==> config.mk <==
export PLATFORM = sky130hd
export DESIGN_NAME = vgrt_div
export DESIGN_NICKNAME = d
export VERILOG_FILES = /design/src/rtl/vgrt_pkg.sv /design/src/rtl/vgrt_div.sv
export SDC_FILE = /design/constraint.sdc
export NUM_CORES = 1
export LEC_CHECK = 0
export BUFFER_PORTS_ARGS = -buffer_cell sky130_fd_sc_hd__buf_4
export CAP_MARGIN = 20
export CORE_MARGIN = 5
export CORE_UTILIZATION = 30
export CTS_CLUSTER_SIZE = 28
export DETAILED_ROUTE_END_ITERATION = 10
export SYNTH_ARGS = -nofsm -noshare
export SYNTH_HDL_FRONTEND = slang
export SYNTH_SLANG_ARGS = --single-unit
==> constraint.sdc <==
create_clock -name clock -period 4.77 [get_ports clock]
set_input_delay 0.477 -clock clock [delete_from_list [all_inputs] [get_ports clock]]
set_output_delay 0.477 -clock clock [all_outputs]
set_load 0.03 [all_outputs]
==> src/rtl/vgrt_pkg.sv <==
`timescale 1ns / 1ps
// ============================================================================
// vgrt_pkg
// Shared constants, types and helper functions of the voxel grid traversal.
// ============================================================================
package vgrt_pkg;

   localparam int CHUNK_WIDTH  = 16;
   localparam int WORLD_CHUNKS = 4;
   localparam int GRID_HEIGHT  = 64;
   localparam int ID_BITS      = 8;

   localparam int GRID_W     = CHUNK_WIDTH * WORLD_CHUNKS;
   localparam int STORE_SIZE = GRID_W * GRID_W * GRID_HEIGHT;
   localparam int ADDR_W     = $clog2(STORE_SIZE);

   localparam logic [1:0] REQ_WRITE = 2'd0;
   localparam logic [1:0] REQ_READ  = 2'd1;
   localparam logic [1:0] REQ_TRACE = 2'd2;

   localparam logic [31:0] T_SAT = 32'hFFFF_FFFF;

   // Divider request and response.
   typedef struct packed {
      logic        start;
      logic [30:0] num;
      logic [15:0] den;
   } div_req_type;

   typedef struct packed {
      logic        done;
      logic [31:0] quo;
   } div_rsp_type;

   function automatic logic in_grid(logic signed [15:0] x, logic signed [15:0] y,
                                    logic signed [15:0] z);
      int xi, yi, zi;
      xi = int'(x);
      yi = int'(y);
      zi = int'(z);
      return (xi >= 0) && (xi < GRID_W) && (zi >= 0) && (zi < GRID_W) &&
             (yi >= 0) && (yi < GRID_HEIGHT);
   endfunction

   // Linear address of an in-grid voxel: x major, then y, then z.
   function automatic logic [ADDR_W-1:0] cell_addr(logic signed [15:0] x,
                                                   logic signed [15:0] y,
                                                   logic signed [15:0] z);
      int a;
      a = (int'(x) * GRID_HEIGHT + int'(y)) * GRID_W + int'(z);
      return a[ADDR_W-1:0];
   endfunction

   // Neighbour chunk borders of an in-grid voxel: bit0 -x, bit1 +x, bit2 -z, bit3 +z.
   function automatic logic [3:0] redraw_bits(logic signed [15:0] x, logic signed [15:0] z);
      int xi, zi;
      logic [3:0] m;
      xi = int'(x);
      zi = int'(z);
      m  = 4'b0000;
      for (int c = 1; c < WORLD_CHUNKS; c++) begin
         if (xi == c * CHUNK_WIDTH) m[0] = 1'b1;
         if (zi == c * CHUNK_WIDTH) m[2] = 1'b1;
      end
      for (int c = 0; c < WORLD_CHUNKS - 1; c++) begin
         if (xi == c * CHUNK_WIDTH + CHUNK_WIDTH - 1) m[1] = 1'b1;
         if (zi == c * CHUNK_WIDTH + CHUNK_WIDTH - 1) m[3] = 1'b1;
      end
      return m;
   endfunction

endpackage

==> src/rtl/vgrt_div.sv <==
`timescale 1ns / 1ps
// ============================================================================
// vgrt_div
// Restoring divider, one quotient bit per cycle, 31-bit dividend.
// ============================================================================
module vgrt_div (
   input  logic                  clock,
   input  logic                  reset,
   input  vgrt_pkg::div_req_type req,
   output vgrt_pkg::div_rsp_type rsp
);
   import vgrt_pkg::*;

   logic        busy_ff, busy_in;
   logic        done_ff, done_in;
   logic [4:0]  cnt_ff, cnt_in;
   logic [15:0] rem_ff, rem_in;
   logic [30:0] num_ff, num_in;
   logic [30:0] quo_ff, quo_in;
   logic [15:0] den_ff, den_in;
   logic [16:0] trial;
   logic [16:0] diff;

   assign trial = {rem_ff, num_ff[30]};
   assign diff  = trial - {1'b0, den_ff};

   always_comb begin
      busy_in = busy_ff;
      done_in = 1'b0;
      cnt_in  = cnt_ff;
      rem_in  = rem_ff;
      num_in  = num_ff;
      quo_in  = quo_ff;
      den_in  = den_ff;
      if (req.start) begin
         busy_in = 1'b1;
         cnt_in  = 5'd0;
         rem_in  = 16'd0;
         num_in  = req.num;
         den_in  = req.den;
      end else if (busy_ff) begin
         num_in = {num_ff[29:0], 1'b0};
         if (trial >= {1'b0, den_ff}) begin
            rem_in = diff[15:0];
            quo_in = {quo_ff[29:0], 1'b1};
         end else begin
            rem_in = trial[15:0];
            quo_in = {quo_ff[29:0], 1'b0};
         end
         cnt_in = cnt_ff + 5'd1;
         if (cnt_ff == 5'd30) begin
            busy_in = 1'b0;
            done_in = 1'b1;
         end
      end
   end

   always_ff @(posedge clock) begin
      if (reset) begin
         busy_ff <= 1'b0;
         done_ff <= 1'b0;
      end else begin
         busy_ff <= busy_in;
         done_ff <= done_in;
      end
      cnt_ff <= cnt_in;
      rem_ff <= rem_in;
      num_ff <= num_in;
      quo_ff <= quo_in;
      den_ff <= den_in;
   end

   assign rsp.done = done_ff;
   assign rsp.quo  = {1'b0, quo_ff};
endmodule

Word-level counts from Yosys, hierarchy flattened
Index checks and enable logic that the tools add are counted.
- eq/ne operators: 1
- muxes and demuxes: 8
- $add $sub $neg: 2
- bitwise logic cells: 2
- reduce and logical (&&, ||, !) cells: 3
- $lt $le $gt $ge: 1
- operator list (kind ; count):
    2-to-1 mux 31 bit ; 2
    >= comparator 17 x 16 -> 1 bit ; 1
    2-to-1 mux 16 bit ; 1
    subtractor 16 bit ; 1
    adder 5 x 1 -> 5 bit (second input constant) ; 1
    == test 5 bit (second input constant) ; 1
    2-to-1 mux 1 bit ; 5
    OR reduction 3 bit ; 1
    NOT 1 bit ; 2
    AND reduction 2 bit ; 1
    nonzero test 2 bit ; 1
- bits in registers: 101
- output and inout bits: 33

Depth between registers and ports, before layout
- depth in word-level cells: 4
- gate-level depth with buffers: 11
- gate-level depth less buffers: 9

Least setup slack after synthesis
No wires, ideal clock.
- kind: input -> register
- start point: in req[47] (netlist name)
- end point: reg rem_ff[2]
- buffers on the path: 2
- stages: 6
- setup slack: 2.276 ns
- arrival: 2.412 ns
- data required time: 4.689 ns
- setup time: 0.081 ns
- cell sequence: clkbuf_1 nand2b_1 inv_1 clkbuf_1 nand3_1 o211ai_1
- RTL lines (what ; line ; text):
    start: declaration ; vgrt_div.sv:9 ; input vgrt_pkg::div_req_type req,
    end signal: assignment ; vgrt_div.sv:67 ; rem_ff <= rem_in;
    end: declaration ; vgrt_div.sv:17 ; logic [15:0] rem_ff, rem_in;

Final worst setup path
- start point: reg den_ff[1]
- end point: reg rem_ff[5]
- cells in the longest elaborated chain, start to end: 2
- RTL lines (what ; line ; text):
    start: declaration ; vgrt_div.sv:20 ; logic [15:0] den_ff, den_in;
    start signal: assignment ; vgrt_div.sv:70 ; den_ff <= den_in;
    subtractor 16 bit or >= comparator 17 x 16 -> 1 bit (tied branches) ; vgrt_div.sv:25, vgrt_div.sv:43 ;
    2-to-1 mux 16 bit (*) ; vgrt_div.sv:43 ; if (trial >= {1'b0, den_ff}) begin
Mark *: on every way between the ends. The rest lies on a longest branch, timed or not.
A chain may end at the register's enable or synchronous reset.

==> impl_results.md <==
* First-pass GRT wire length at 16300 µm
* Chip width at 136 µm
* Total track usage at 11.2%
* Slew @ Worst Pin at 876 ps
* Ys flop type: edfxtp_1
* Largest net degree at the start of global routing at 60
* Synth cell types at 55
* Top post-synthesis cells by count: edfxtp_1, mux2_2, nor2_1, inv_1
* Pwr/cell area at 344 nW/µm²
* Drt drc at 0
* Antenna cells at 0
* WL/cell at 14.8 µm
* Initial antenna violation count at 0
* Initial Util at 30.4%
* R2R depth at 8
* FP Rows at 46
* Largest buffer count on any clock path at 2
* Outcome: completed
* Pre-CTS setup slack at 2290 ps
* Setup TNS Final at 0 ps
* Share of layout cells above drive strength 1 at 29.6%
* Setup ws final at 2290 ps
* Element type at the critical path end: flip-flop
* Hold Path Cell Cnt at 1
* Die Ht at 136 µm
* Post-CTS Resized at 0
* Slew Limit Headroom at 41.4%
* CP arrival at 2750 ps
* Crit Path Max Fanout at 17
* Final nets at 534
* Peak Freq at 0.402 GHz
* Num CTS Buffers at 9
* Post-synth EDFFs at 78
* Slew Limit Fails at 0
* H-tree levels at 3
* Synth Register Bits at 101
* Post-synthesis average cell area at 12.4 µm²
* Leakage at 2.28 nW
* Top-area cell type share of the netlist area at 48.8%
* CP Data Required Time at 5030 ps
* Initial DRC Count at 203
* Post-CTS Setup Bufs at 0
* Routed vias at 3241
* IO Port Bufs at 81
* Final Util at 37.6%
* Drt total wl at 10200 µm
* Synth area leaders: edfxtp_1, dfxtp_1, mux2_2
* Max-Cap Viols at 0
* Mapped Area at 4800 µm²
* Most common cell in the netlist: edfxtp_1
* Crit Path Class: reg -> reg
* DR pass1 iterations at 4
* Ys async rst share at 0%
* Post-layout min period at 2480 ps
* Final GP Congestion at 0.851
* Final setup viols at 0
* Final count of hold timing violations at 0
* Vias in the first global route at 3223
* Ys Warns at 0
* Unrepaired setup endpoints after global routing: false
* Synth area leader: edfxtp_1
* Worst IR Drop VDD at 0.209 mV
* Clk_lat worst skew at 350 ps
* Core area at 15800 µm²
* DPL Wire Length at 7360 µm
* Growth of design area from synthesis to finish at 23.5%
* Gr ovfl total at 0
* Syn Nets at 457
* Seq/Total Area, Yosys at 58.4%
* Cells after Synth at 388
* Vias per Instance at 4.72
* CTS tree: yes
* Worst hold path class: in -> reg
* Crit start category: flip-flop
* Die area at 18600 µm²
* Ports at 83
* Worst clock skew at 11.2 ps
* Hold Buf Count CTS at 0
* Clock transition at path regs at 70 ps
* Clk sinks at 101
* Final antenna-violating net count at 0
* CTS root buf: clkbuf_16
* Fin crit share at 52.1%
## layout make-up
class | count | area [µm²]
sequential | 101 | 2800
fill | 1583 | 9850
clock inverter | 6 | 71.3
clock buffer | 10 | 229
multi-input combinational | 245 | 1810
inverter | 24 | 90.1
tap | 216 | 270
timing repair buffer | 84 | 651
## stage by stage
stage                     hold slack [ps]  total power [mW]  area [µm²]  std cells
final                                 300              2.04        5920        686
after global routing                  280              2.14        5920        686
after CTS                             283              2.07        5920        686
after detailed placement              436              1.32        5620        670
after global placement                441              1.31        5600        669
after floorplan                       444              1.22        4800        388
## kinds of logic (layout without fill, tap and decap cells)
kind of cell | after synthesis | in the layout | share of synthesized area [%]
flops | 101 | 101 | 58.4
simple gates | 100 | 100 | 10.8
compound gates | 80 | 80 | 11.9
buf+inv | 42 | 124 | 3.83
mux | 32 | 32 | 7.46
fa+ha+maj | 19 | 19 | 5.11
xor+xnor | 13 | 13 | 2.37
other cells | 1 | 1 | 0.0782
## sequential cells by signal, indices dropped and copies added, names as in the netlist
| name | count |
|---|---|
| num_ff | 31 |
| cnt_ff | 5 |
| rem_ff | 16 |
| quo_ff | 31 |
| den_ff | 16 |
| busy_ff | 1 |
| done_ff | 1 |
## power by group
| group | internal (mW) | switching, mW |
|---|---|---|
| Clock | 0.412 | 0.327 |
| Sequential | 1.01 | 0.0255 |
| Combinational | 0.120 | 0.141 |
## cells in the final DEF, fill, tap and decap left out, types with 10 or more instances in the layout
master	Yosys	routed
a21oi_1	19	19
dfxtp_1	23	23
nor2_1	25	25
nand4_1	11	11
buf_4	2	83
nand2_1	23	23
edfxtp_1	78	78
o21ai_0	10	10
inv_1	24	24
ha_1	18	18
mux2_2	30	30
## routing by layer
layer / vias up / track usage [%] / share of wire (%)
met5: - / 0 / 0
met4: 0 / 5.10 / 3.4
met3: 23 / 3.89 / 6.6
met2: 96 / 17.7 / 47
met1: 1517 / 13.9 / 43
li1: 1605 / - / -
## worst max-delay path: stages (launching register included)
cell      delay (ps)
edfxtp_1         380
inv_1             50
ha_1             290
nor2b_4          170
o211ai_2         110
a211o_4          380
a211o_1          530
a21o_1           250
a311oi_2         240
## final timing paths
kind	start	endpoint	slack [ps]
max	den_ff[1]	rem_ff[5]	2290
min	req[4]	den_ff[4]	300
max reg2reg	den_ff[1]	rem_ff[5]	2290
min reg2reg	quo_ff[26]	quo_ff[27]	450
No activity file was read; power rests on OpenSTA's default activity.
